### src/hw/rtl/pud_pkg.sv
// Package for the percent URL decoder: request types, character constants,
// escape phase codes and the hex digit helper. No dependencies.
`default_nettype none

package pud_pkg;

  localparam int unsigned QueueDepthDefault = 4;

  localparam logic [7:0] ChPlus    = 8'h2B;  // '+'
  localparam logic [7:0] ChPercent = 8'h25;  // '%'
  localparam logic [7:0] ChSpace   = 8'h20;  // ' '

  typedef enum logic [2:0] {
    PH_IDLE = 3'b001,
    PH_PCT  = 3'b010,
    PH_DIG  = 3'b100
  } phase_t;

  // One decoded request between front and back: one or two bytes.
  typedef struct packed {
    logic       two;
    logic [7:0] b0;
    logic [7:0] b1;
    logic       fin;
  } pud_job_t;

  // {valid, value}: valid is set for 0-9, a-f, A-F only.
  function automatic logic [4:0] hex_decode(input logic [7:0] b);
    logic [4:0] r;
    r = 5'h00;
    if (b inside {[8'h30:8'h39]}) begin
      r = {1'b1, 4'(b - 8'h30)};
    end else if (b inside {[8'h61:8'h66]}) begin
      r = {1'b1, 4'(b - 8'h57)};
    end else if (b inside {[8'h41:8'h46]}) begin
      r = {1'b1, 4'(b - 8'h37)};
    end
    return r;
  endfunction

endpackage

`default_nettype wire

### src/hw/rtl/percent_url_decoder.sv
// Top level of the percent URL decoder: front end, request queue, back end.
// Depends on pud_pkg, pud_front, pud_queue and pud_back.
`default_nettype none

// Lenient URL percent decoder on a byte stream. '+' becomes a space, '%'
// with a hex digit and one more byte becomes one byte, and a '%' with no
// hex digit after it or cut short passes through literally; tlast marks a
// string's end and goes to its last decoded byte. One input byte is taken
// per cycle. Most bytes give one output byte, escape bytes none, and the
// byte after a literal '%' may give two, sent one after the other by the
// back end. A queue of QUEUE_DEPTH requests sits between the front end and
// the output register, so the input stalls only when it is full; one byte
// per cycle holds while the output is ready and two-byte results are rare.
module percent_url_decoder
  import pud_pkg::*;
#(
  parameter int unsigned QUEUE_DEPTH = QueueDepthDefault
) (
  input  wire logic       clk,
  input  wire logic       rst_n,
  input  wire logic       in_tvalid,
  output logic            in_tready,
  input  wire logic [7:0] in_tdata,   // [7:0] in_byte
  input  wire logic       in_tlast,   // is_final
  output logic            out_tvalid,
  input  wire logic       out_tready,
  output logic [7:0]      out_tdata,  // [7:0] out_byte
  output logic            out_tlast   // out_final
);

  localparam int unsigned CW = $clog2(QUEUE_DEPTH + 1);

  pud_job_t       push_job, pop_job;
  logic           push, pop, q_full, q_empty, hold_valid;
  logic [CW-1:0]  q_count;

  pud_front u_front (
    .clk      (clk),
    .rst_n    (rst_n),
    .in_valid (in_tvalid),
    .in_ready (in_tready),
    .in_byte  (in_tdata),
    .in_final (in_tlast),
    .q_full   (q_full),
    .push     (push),
    .push_job (push_job)
  );

  pud_queue #(
    .DEPTH (QUEUE_DEPTH)
  ) u_queue (
    .clk      (clk),
    .rst_n    (rst_n),
    .push     (push),
    .push_job (push_job),
    .pop      (pop),
    .pop_job  (pop_job),
    .full     (q_full),
    .empty    (q_empty),
    .count    (q_count)
  );

  pud_back u_back (
    .clk        (clk),
    .rst_n      (rst_n),
    .q_empty    (q_empty),
    .pop_job    (pop_job),
    .pop        (pop),
    .out_valid  (out_tvalid),
    .out_ready  (out_tready),
    .out_byte   (out_tdata),
    .out_final  (out_tlast),
    .hold_valid (hold_valid)
  );

`ifndef SYNTH
  a_count_bound: assert property (@(posedge clk) disable iff (!rst_n)
    q_count <= CW'(QUEUE_DEPTH))
    else $error("request queue count above depth");

  a_hold_has_out: assert property (@(posedge clk) disable iff (!rst_n)
    hold_valid |-> out_tvalid)
    else $error("second byte pending without an output byte");

  a_count_up: assert property (@(posedge clk) disable iff (!rst_n)
    (push && !pop) |=> (q_count == $past(q_count) + 1'b1))
    else $error("queue count did not follow a push");
`endif

endmodule

`default_nettype wire

### src/hw/rtl/pud_front.sv
// Front end of the percent URL decoder: accepts input bytes, tracks the
// escape state and forms decoded requests. Depends on pud_pkg.
`default_nettype none

module pud_front
  import pud_pkg::*;
(
  input  wire logic     clk,
  input  wire logic     rst_n,
  input  wire logic     in_valid,
  output logic          in_ready,
  input  wire logic [7:0] in_byte,
  input  wire logic     in_final,
  input  wire logic     q_full,
  output logic          push,
  output pud_job_t      push_job
);

  phase_t     phase_r, phase_nxt;
  logic [3:0] digit_r, digit_nxt;
  logic [1:0] n;
  logic [4:0] hv;
  logic       accept;

  assign in_ready = ~q_full;
  assign accept   = in_valid & in_ready;
  assign hv       = hex_decode(in_byte);

  always_comb begin
    phase_nxt    = PH_IDLE;
    digit_nxt    = digit_r;
    n            = 2'd0;
    push_job.b0  = in_byte;
    push_job.b1  = in_byte;
    case (phase_r)
      PH_PCT: begin
        if (hv[4] && !in_final) begin
          phase_nxt = PH_DIG;
          digit_nxt = hv[3:0];
        end else if (hv[4]) begin
          n           = 2'd2;
          push_job.b0 = ChPercent;
        end else begin
          n           = 2'd2;
          push_job.b0 = ChPercent;
          if (in_byte == ChPlus) begin
            push_job.b1 = ChSpace;
          end else if (in_byte == ChPercent) begin
            // a fresh escape; only flushed if the string ends here
            if (!in_final) begin
              n         = 2'd1;
              phase_nxt = PH_PCT;
            end
          end
        end
      end
      PH_DIG: begin
        n           = 2'd1;
        push_job.b0 = hv[4] ? {digit_r, hv[3:0]} : {4'h0, digit_r};
        digit_nxt   = 4'h0;
      end
      default: begin
        n = 2'd1;
        if (in_byte == ChPlus) begin
          push_job.b0 = ChSpace;
        end else if (in_byte == ChPercent && !in_final) begin
          n         = 2'd0;
          phase_nxt = PH_PCT;
        end
      end
    endcase
    if (in_final) begin
      phase_nxt = PH_IDLE;
      digit_nxt = 4'h0;
    end
    push_job.two = (n == 2'd2);
    push_job.fin = in_final;
    push         = accept && (n != 2'd0);
  end

  always_ff @(posedge clk) begin
    if (!rst_n) begin
      phase_r <= PH_IDLE;
      digit_r <= 4'h0;
    end else if (accept) begin
      phase_r <= phase_nxt;
      digit_r <= digit_nxt;
    end
  end

endmodule

`default_nettype wire

### src/hw/rtl/pud_queue.sv
// Short request queue between the decoder front and back ends.
// Depends on pud_pkg for the request type.
`default_nettype none

module pud_queue
  import pud_pkg::*;
#(
  parameter int unsigned DEPTH = QueueDepthDefault
) (
  input  wire logic                   clk,
  input  wire logic                   rst_n,
  input  wire logic                   push,
  input  wire pud_job_t               push_job,
  input  wire logic                   pop,
  output pud_job_t                    pop_job,
  output logic                        full,
  output logic                        empty,
  output logic [$clog2(DEPTH+1)-1:0]  count
);

  localparam int unsigned PW = (DEPTH > 1) ? $clog2(DEPTH) : 1;
  localparam int unsigned CW = $clog2(DEPTH + 1);

  pud_job_t        mem_r [DEPTH];
  logic [PW-1:0]   wr_r, wr_nxt, rd_r, rd_nxt;
  logic [CW-1:0]   cnt_r, cnt_nxt;

  assign full    = (cnt_r == CW'(DEPTH));
  assign empty   = (cnt_r == '0);
  assign count   = cnt_r;
  assign pop_job = mem_r[rd_r];

  always_comb begin
    wr_nxt  = wr_r;
    rd_nxt  = rd_r;
    cnt_nxt = cnt_r;
    if (push) begin
      wr_nxt = (wr_r == PW'(DEPTH - 1)) ? '0 : wr_r + 1'b1;
    end
    if (pop) begin
      rd_nxt = (rd_r == PW'(DEPTH - 1)) ? '0 : rd_r + 1'b1;
    end
    if (push && !pop) begin
      cnt_nxt = cnt_r + 1'b1;
    end else if (pop && !push) begin
      cnt_nxt = cnt_r - 1'b1;
    end
  end

  always_ff @(posedge clk) begin
    if (!rst_n) begin
      wr_r  <= '0;
      rd_r  <= '0;
      cnt_r <= '0;
    end else begin
      wr_r  <= wr_nxt;
      rd_r  <= rd_nxt;
      cnt_r <= cnt_nxt;
    end
  end

  always_ff @(posedge clk) begin
    if (push) begin
      mem_r[wr_r] <= push_job;
    end
  end

endmodule

`default_nettype wire

### src/hw/rtl/pud_back.sv
// Back end of the percent URL decoder: drains requests from the queue and
// drives the output register, one byte per cycle while the output is ready. Depends on pud_pkg.
`default_nettype none

module pud_back
  import pud_pkg::*;
(
  input  wire logic     clk,
  input  wire logic     rst_n,
  input  wire logic     q_empty,
  input  wire pud_job_t pop_job,
  output logic          pop,
  output logic          out_valid,
  input  wire logic     out_ready,
  output logic [7:0]    out_byte,
  output logic          out_final,
  output logic          hold_valid
);

  logic       ov_r, ov_nxt;
  logic [7:0] ob_r, ob_nxt;
  logic       of_r, of_nxt;
  logic       hv_r, hv_nxt;
  logic [7:0] hb_r, hb_nxt;
  logic       hf_r, hf_nxt;
  logic       load;

  assign load = ~ov_r | out_ready;

  always_comb begin
    ov_nxt = ov_r;
    ob_nxt = ob_r;
    of_nxt = of_r;
    hv_nxt = hv_r;
    hb_nxt = hb_r;
    hf_nxt = hf_r;
    pop    = 1'b0;
    if (load) begin
      if (hv_r) begin
        // second byte of a two-byte request
        ov_nxt = 1'b1;
        ob_nxt = hb_r;
        of_nxt = hf_r;
        hv_nxt = 1'b0;
      end else if (!q_empty) begin
        pop    = 1'b1;
        ov_nxt = 1'b1;
        ob_nxt = pop_job.b0;
        of_nxt = pop_job.fin & ~pop_job.two;
        hv_nxt = pop_job.two;
        hb_nxt = pop_job.b1;
        hf_nxt = pop_job.fin;
      end else begin
        ov_nxt = 1'b0;
      end
    end
  end

  always_ff @(posedge clk) begin
    if (!rst_n) begin
      ov_r <= 1'b0;
      hv_r <= 1'b0;
    end else begin
      ov_r <= ov_nxt;
      hv_r <= hv_nxt;
    end
  end

  always_ff @(posedge clk) begin
    ob_r <= ob_nxt;
    of_r <= of_nxt;
    hb_r <= hb_nxt;
    hf_r <= hf_nxt;
  end

  assign out_valid  = ov_r;
  assign out_byte   = ob_r;
  assign out_final  = of_r;
  assign hold_valid = hv_r;

endmodule

`default_nettype wire

### config.mk
export PLATFORM = sky130hd
export DESIGN_NAME = percent_url_decoder
export DESIGN_NICKNAME = d
export VERILOG_FILES = /design/src/hw/rtl/pud_pkg.sv /design/src/hw/rtl/percent_url_decoder.sv /design/src/hw/rtl/pud_front.sv /design/src/hw/rtl/pud_queue.sv /design/src/hw/rtl/pud_back.sv
export SDC_FILE = /design/constraint.sdc
export NUM_CORES = 1
export LEC_CHECK = 0
export ABC_AREA = 1
export BUFFER_PORTS_ARGS = -buffer_cell sky130_fd_sc_hd__buf_2
export CAP_MARGIN = 0
export CORE_MARGIN = 5
export CORE_UTILIZATION = 55
export CTS_CLUSTER_DIAMETER = 200
export DETAILED_ROUTE_END_ITERATION = 7
export PLACE_DENSITY = 0.73
export SLEW_MARGIN = 25
export SYNTH_ARGS = -nofsm -noshare
export SYNTH_HDL_FRONTEND = slang
export SYNTH_SLANG_ARGS = --single-unit
### constraint.sdc
create_clock -name clk -period 7.4 [get_ports clk]
set_input_delay 0.37 -clock clk [delete_from_list [all_inputs] [get_ports clk]]
set_output_delay 0.37 -clock clk [all_outputs]
set_load 0.005 [all_outputs]
==> results of run 1 <==
-- metal layers --
| layer | GRT usage, % | vias to the layer above | wire length [um] |
|---|---|---|---|
| li1 | - | 1591 | - |
| met1 | 26.2 | 1476 | 4160 |
| met2 | 30.9 | 94 | 4550 |
| met3 | 3.09 | 12 | 559 |
| met4 | 5.68 | 0 | 131 |
| met5 | 0 | - | 0 |
-- cells by family after synthesis --
family	count (synthesis)	share of synthesized area, %
AND/OR/NAND/NOR	180	16.9
flip-flops	108	63.9
AO/OA/AOI/OAI	88	10.6
buffers and inverters	67	5.58
adder cells (fa/ha/maj)	11	3.03
-- per-stage QoR --
step	hold WS [ps]	instances	utilization, %
final	275	588	60.7
after detailed placement	494	572	58.2
after CTS	266	588	60.7
after global routing	280	588	60.7
after floorplan	464	454	-
after global placement	483	572	58.2
-- power groups by stage --
stage / Clock, mW / Combinational [mW] / Sequential (mW)
final: 0.362 / 0.465 / 0.872
after global routing: 0.398 / 0.529 / 0.885
after CTS: 0.371 / 0.468 / 0.873
after detailed placement: 0 / 0.468 / 0.887
after global placement: 0 / 0.450 / 0.883
after floorplan: 0 / 0.328 / 0.871
-- placed cells by master (no fill, tap or decap), types with 3 or more instances in the layout --
cell,n
a31oi_1,8
o21ai_1,4
dfxtp_1,18
a21oi_1,11
o21ai_0,43
nand2_1,55
inv_2,4
nand3_2,4
nand2_2,4
o211ai_1,4
edfxtp_1,90
o22ai_1,9
buf_4,6
nand4_1,3
nor2_1,89
inv_1,41
buf_2,23
nand3_1,14
o31ai_1,3
clkbuf_8,10
ha_1,10
-- sequential cells by signal (all words and copies together), names as in the netlist, named ones only --
name               flops
u_queue.mem_r         72
u_back.hb_r            8
u_back.out_byte        8
u_front.digit_r        4
u_front.phase_r        3
u_queue.count          3
u_queue.rd_r           2
u_queue.wr_r           2
u_back.hf_r            1
u_back.hold_valid      1
u_back.out_final       1
u_back.out_valid       1
-- final timing paths --
check	startpoint	endpoint	slack, ps	cells after the start
setup / recovery	in_tdata[0]	u_queue.count[2]	4680	19
hold / removal	in_tlast	u_queue.mem_r[1][0]	280	1
setup reg to reg	register	u_back.out_final	4890	5
hold reg to reg	u_front.phase_r[1]	u_front.phase_r[1]	520	2
-- area by class of cell --
class,instances,area (um^2)
fill,722,3380
timing repair buffer,29,160
tap,108,135
inverter,48,183
sequential,108,3060
clock buffer,10,138
clock inverter,6,70.1
multi-input combinational,279,1470
-- worst max-delay path, cell delays in order --
cell and delay [ps]:
buf_2 130, inv_1 110, ha_1 240, o21ai_2 130, nand2_2 80, nand2_4 110
nand2_2 200, nand2_1 170, nand2_2 80, nand2_4 80, nand2_2 80, inv_1 90
ha_1 140, inv_1 70, fa_1 380, a21oi_1 150, o21ai_0 110, o21ai_0 160
a21oi_1 60
==> impl_metrics.toml, run 1 <==
[timing]
finalCritPeriodShare_pct = 36.8
totalNegativeSetupSlack_ps = 0
finalWorstPathRequiredPeriod_ps = 2720
maxClockFrequency_ghz = 0.368
fin_skew_ps = 19.3
timing.final.hold_violations = 0
finalMaxSlewViolations = 0
setup_viol = 0
max_slew_margin_pct = 38.4
grt_setup_unrepaired = "false"
slew_at_the_pin_closest_to_its_max_slew_limit_ps = 918
setup_ws_ps = 4680

[yosys]
synth_edf_count = 90
yosys.area.top_type_share_pct = 56.4
ys_async_sr_fraction_pct = 0
synthesis.instances = 454
synthesis.nets = 478
dominantRegCellSynth = "edfxtp_1"
synth_cell_type_count = 38
dominant_cells_by_area_after_synthesis = "edfxtp_1, dfxtp_1, nor2_1"
avgSynthCellArea_um2 = 10.6
synth.largest_area_cell = "edfxtp_1"
mappedNetlistArea_um2 = 4790
yosysWarnings = 0
synth-seq-area-share_pct = 63.9
synth_common_cells = "edfxtp_1, nor2_1, nand2_1"
most_repeated_cell_in_the_gate_level_netlist_after_synthesis = "edfxtp_1"
ys_seq_elements = 108

[cts]
worstSkewPairLatency_ps = 360
cts_hold_buffers = 0
post_cts_resize_count = 0
cts_tree = "yes"
cts.clk_slew.worst_paths_ps = 110
post-cts-setup-buffers = 0
cts-buffers-inserted = 9
numClockSinks = 108
cts_buffer_depth = 2
cts-htree-levels = 3
root_buffer = "clkbuf_8"

[global_route]
vias_in_the_first_global_route = 3052
maximum_number_of_pins_on_one_net_before_global_route_repair = 38
antenna_violations_before_repair = 0
grt_overflow_total = 0
wire_length_of_the_first_global_routing_pass_um = 15300
grt_use_total_pct = 18.9

[hold_path]
min_path_type = "in -> reg"

[route]
routed_via_count = 3173
drt_wirelength_um = 9400
antenna_violating_nets_post_route = 0
wire_per_inst_um = 16.0
vias_per_cell = 5.40
dr.pass1.iters = 4
dr.first_iter.drc_count = 285
drcViolationCount = 0

[power_and_ir_drop]
switchingPower_uw = 559
share_seq_of_total_power_pct = 51.3
vdd.ir_drop.worst_v = 0.000153
comb_power_share_pct = 27.4
total_power_mw = 1.70
p_int_mw = 1.14
pwr_density_cell_nw_per_um2 = 326
power.share.clock_pct = 21.3
p_leak_nw = 2.02
switching_share_pct = 32.9

[die]
fp-row-count = 34
ioPinCount = 24
dieHeight_um = 103
effective_utilization_at_floorplan_pct = 55.8
die_x_um = 103
placeableCoreArea_um2 = 8590
die-area_um2 = 10700

[cells_and_area]
syn_to_final_growth_pct = 8.79
nNetsFinal = 499
final_cell_area_um2 = 5220
drive_gt1_share_pct = 14.4
antenna_cells = 0

[placement]
placement.setup.worst_slack_ps = 4290
dp_hpwl_um = 6380
placement.io_buffers = 23
place_area_um2 = 5000
gp_congestion = 0.937

[run]
max-cap-violations = 0

[setup_path]
cp-end-kind = "register"
cp_data_arrival_time_ps = 2960
critical_path_peak_fanout = 11
worst_setup_path_start_kind = "input port"
critPathRequiredTime_ps = 7640
setup.worst_path.class = "in -> reg"

[outcome]
run_status = "completed"
Power figures use the tool's default switching activity.
==> inputs of run 2 (changes only) <==
- PLACE_DENSITY: 0.73 -> 0.76
- clock period: 7.4 -> 2.35 ns (I/O delays scaled with it)
==> impl_metrics.toml, run 2 (same netlist as run 1, synthesis figures left out) <==
[cts]
cts-buffers-inserted = 9
cts.clk_slew.worst_paths_ps = 100
worstSkewPairLatency_ps = 360
numClockSinks = 108
cts-htree-levels = 3
cts_buffer_depth = 2
cts_tree = "yes"
root_buffer = "clkbuf_8"

[setup_path]
critical_path_peak_fanout = 4
timing.rr.start = "u_front.phase_r[1]"
cp_data_arrival_time_ps = 2580
r2r_slack_ps = 20
worst_reg2reg_path_length_in_cells = 15
critical_path.reg2reg.endpoint = "u_queue.count[2]"
critPathRequiredTime_ps = 2600
worst_setup_path_start_kind = "register"
cp-end-kind = "register"
setup.worst_path.class = "reg -> reg"

[cells_and_area]
syn_to_final_growth_pct = 13.3
leading_cell_types_in_the_layout_fill_and_taps_excluded = "edfxtp_1, nor2_1, nand2_1, o21ai_0, inv_1"
nNetsFinal = 518
final_cell_area_um2 = 5430
regMostFlops = "u_queue.mem_r"
drive_gt1_share_pct = 19.4
antenna_cells = 0
largest_reg_flops = 72
most_common_library_cell_in_the_layout_ignoring_fill_and_taps = "edfxtp_1"

[placement]
placement.io_buffers = 23
place_area_um2 = 5170
dp_hpwl_um = 6460
gp_congestion = 0.928

[timing]
finalMaxSlewViolations = 0
slew_at_the_pin_closest_to_its_max_slew_limit_ps = 570
max_slew_margin_pct = 61.7
timing.final.hold_violations = 0
finalCritPeriodShare_pct = 99.0
setup_viol = 0
hold_ws_ps = 22.2
finalWorstPathRequiredPeriod_ps = 2330
fin_skew_ps = 16.5
maxClockFrequency_ghz = 0.430

[outcome]
run_status = "completed"

[global_route]
grt_overflow_total = 0
vias_in_the_first_global_route = 3170
wire_length_of_the_first_global_routing_pass_um = 15300
grt_use_total_pct = 18.9
antenna_violations_before_repair = 0
maximum_number_of_pins_on_one_net_before_global_route_repair = 37

[power_and_ir_drop]
pwr_density_cell_nw_per_um2 = 1010
vdd.ir_drop.worst_v = 0.000334
p_leak_nw = 2.12

[die]
effective_utilization_at_floorplan_pct = 55.8
ioPinCount = 24
fp-row-count = 34
placeableCoreArea_um2 = 8590
dieHeight_um = 103
die_x_um = 103
die-area_um2 = 10700

[hold_path]
min_path_cells = 1
worstHoldStart = "in_tlast"
min_delay_worst_endpoint = "u_queue.mem_r[0][0]"
min_path_type = "in -> reg"

[route]
drcViolationCount = 0
routed_via_count = 3340
dr.pass1.iters = 5
drt_wirelength_um = 9570
vias_per_cell = 5.50
antenna_violating_nets_post_route = 0
dr.first_iter.drc_count = 299
wire_per_inst_um = 15.8

[run]
max-cap-violations = 0
-- run 2: per-stage QoR --
step | TNS, ps | util (%) | setup WS, ps | total power, mW | instances
2_1_floorplan | 0 | - | 81.7 | 3.78 | 454
3_3_place_gp | 0 | 60.1 | 30.7 | 4.27 | 588
3_5_place_dp | -77.0 | 60.1 | -77.0 | 4.34 | 588
4_1_cts | 0 | 62.5 | 57.2 | 5.41 | 605
5_1_grt | -136 | 63.2 | -136 | 5.82 | 607
6_report | 0 | 63.2 | 22.8 | 5.47 | 607
-- run 2: metal layers --
layer | up-vias | share of wire, % | global-route usage (%)
met1 | 1577 | 42 | 25.4
met4 | 0 | 1.2 | 6.67
met5 | - | 0 | 0
met3 | 12 | 6.5 | 2.75
li1 | 1632 | - | -
met2 | 119 | 50 | 31.4
-- run 2: repair_timing --
item | in CTS | in global routing
hold buffers | 1 | 0
endpoints found under the hold margin | 4 | 0
resized for setup | 0 | 18
endpoints found under the setup margin | 0 | 2
setup buffers | 0 | 2
-- run 2: area by class of cell --
class / instances / area (um^2)
Fill cell: 679 / 3160
Multi-Input combinational cell: 279 / 1510
Sequential cell: 108 / 3060
Clock inverter: 5 / 42.5
Tap cell: 108 / 135
Timing Repair Buffer: 48 / 343
Clock buffer: 11 / 153
Inverter: 48 / 188
-- run 2: worst max path at each step --
stage               cells after the start  slack (ps)             endpoint          startpoint
global placement                       19          30     u_queue.count[2]         in_tdata[1]
CTS                                    14          60     u_queue.count[2]  u_front.phase_r[0]
floorplan                               7          80  u_queue.mem_r[0][0]  u_front.phase_r[0]
detailed placement                     19         -80     u_queue.count[2]         in_tdata[1]
finish                                 15          20     u_queue.count[2]  u_front.phase_r[1]
global route                           15        -140     u_queue.count[2]  u_front.phase_r[1]
-- run 2: report_power, final --
part           leakage, nW  switching (mW)  internal (mW)  total [mW]
Sequential           0.985           0.142           2.58        2.72
Clock                0.101           0.631          0.465        1.10
Combinational         1.03            1.07          0.582        1.65
-- run 2: critical path: stages (launching register included) --
cell	delay, ps
dfxtp_2	350
inv_2	50
nor3_4	270
nor2_4	80
nand4_1	160
nand2_2	100
nand2_4	90
nand2_4	60
inv_4	60
ha_4	130
inv_4	40
fa_2	370
a21oi_2	140
o21ai_2	80
o21ai_1	180
a21oi_1	60
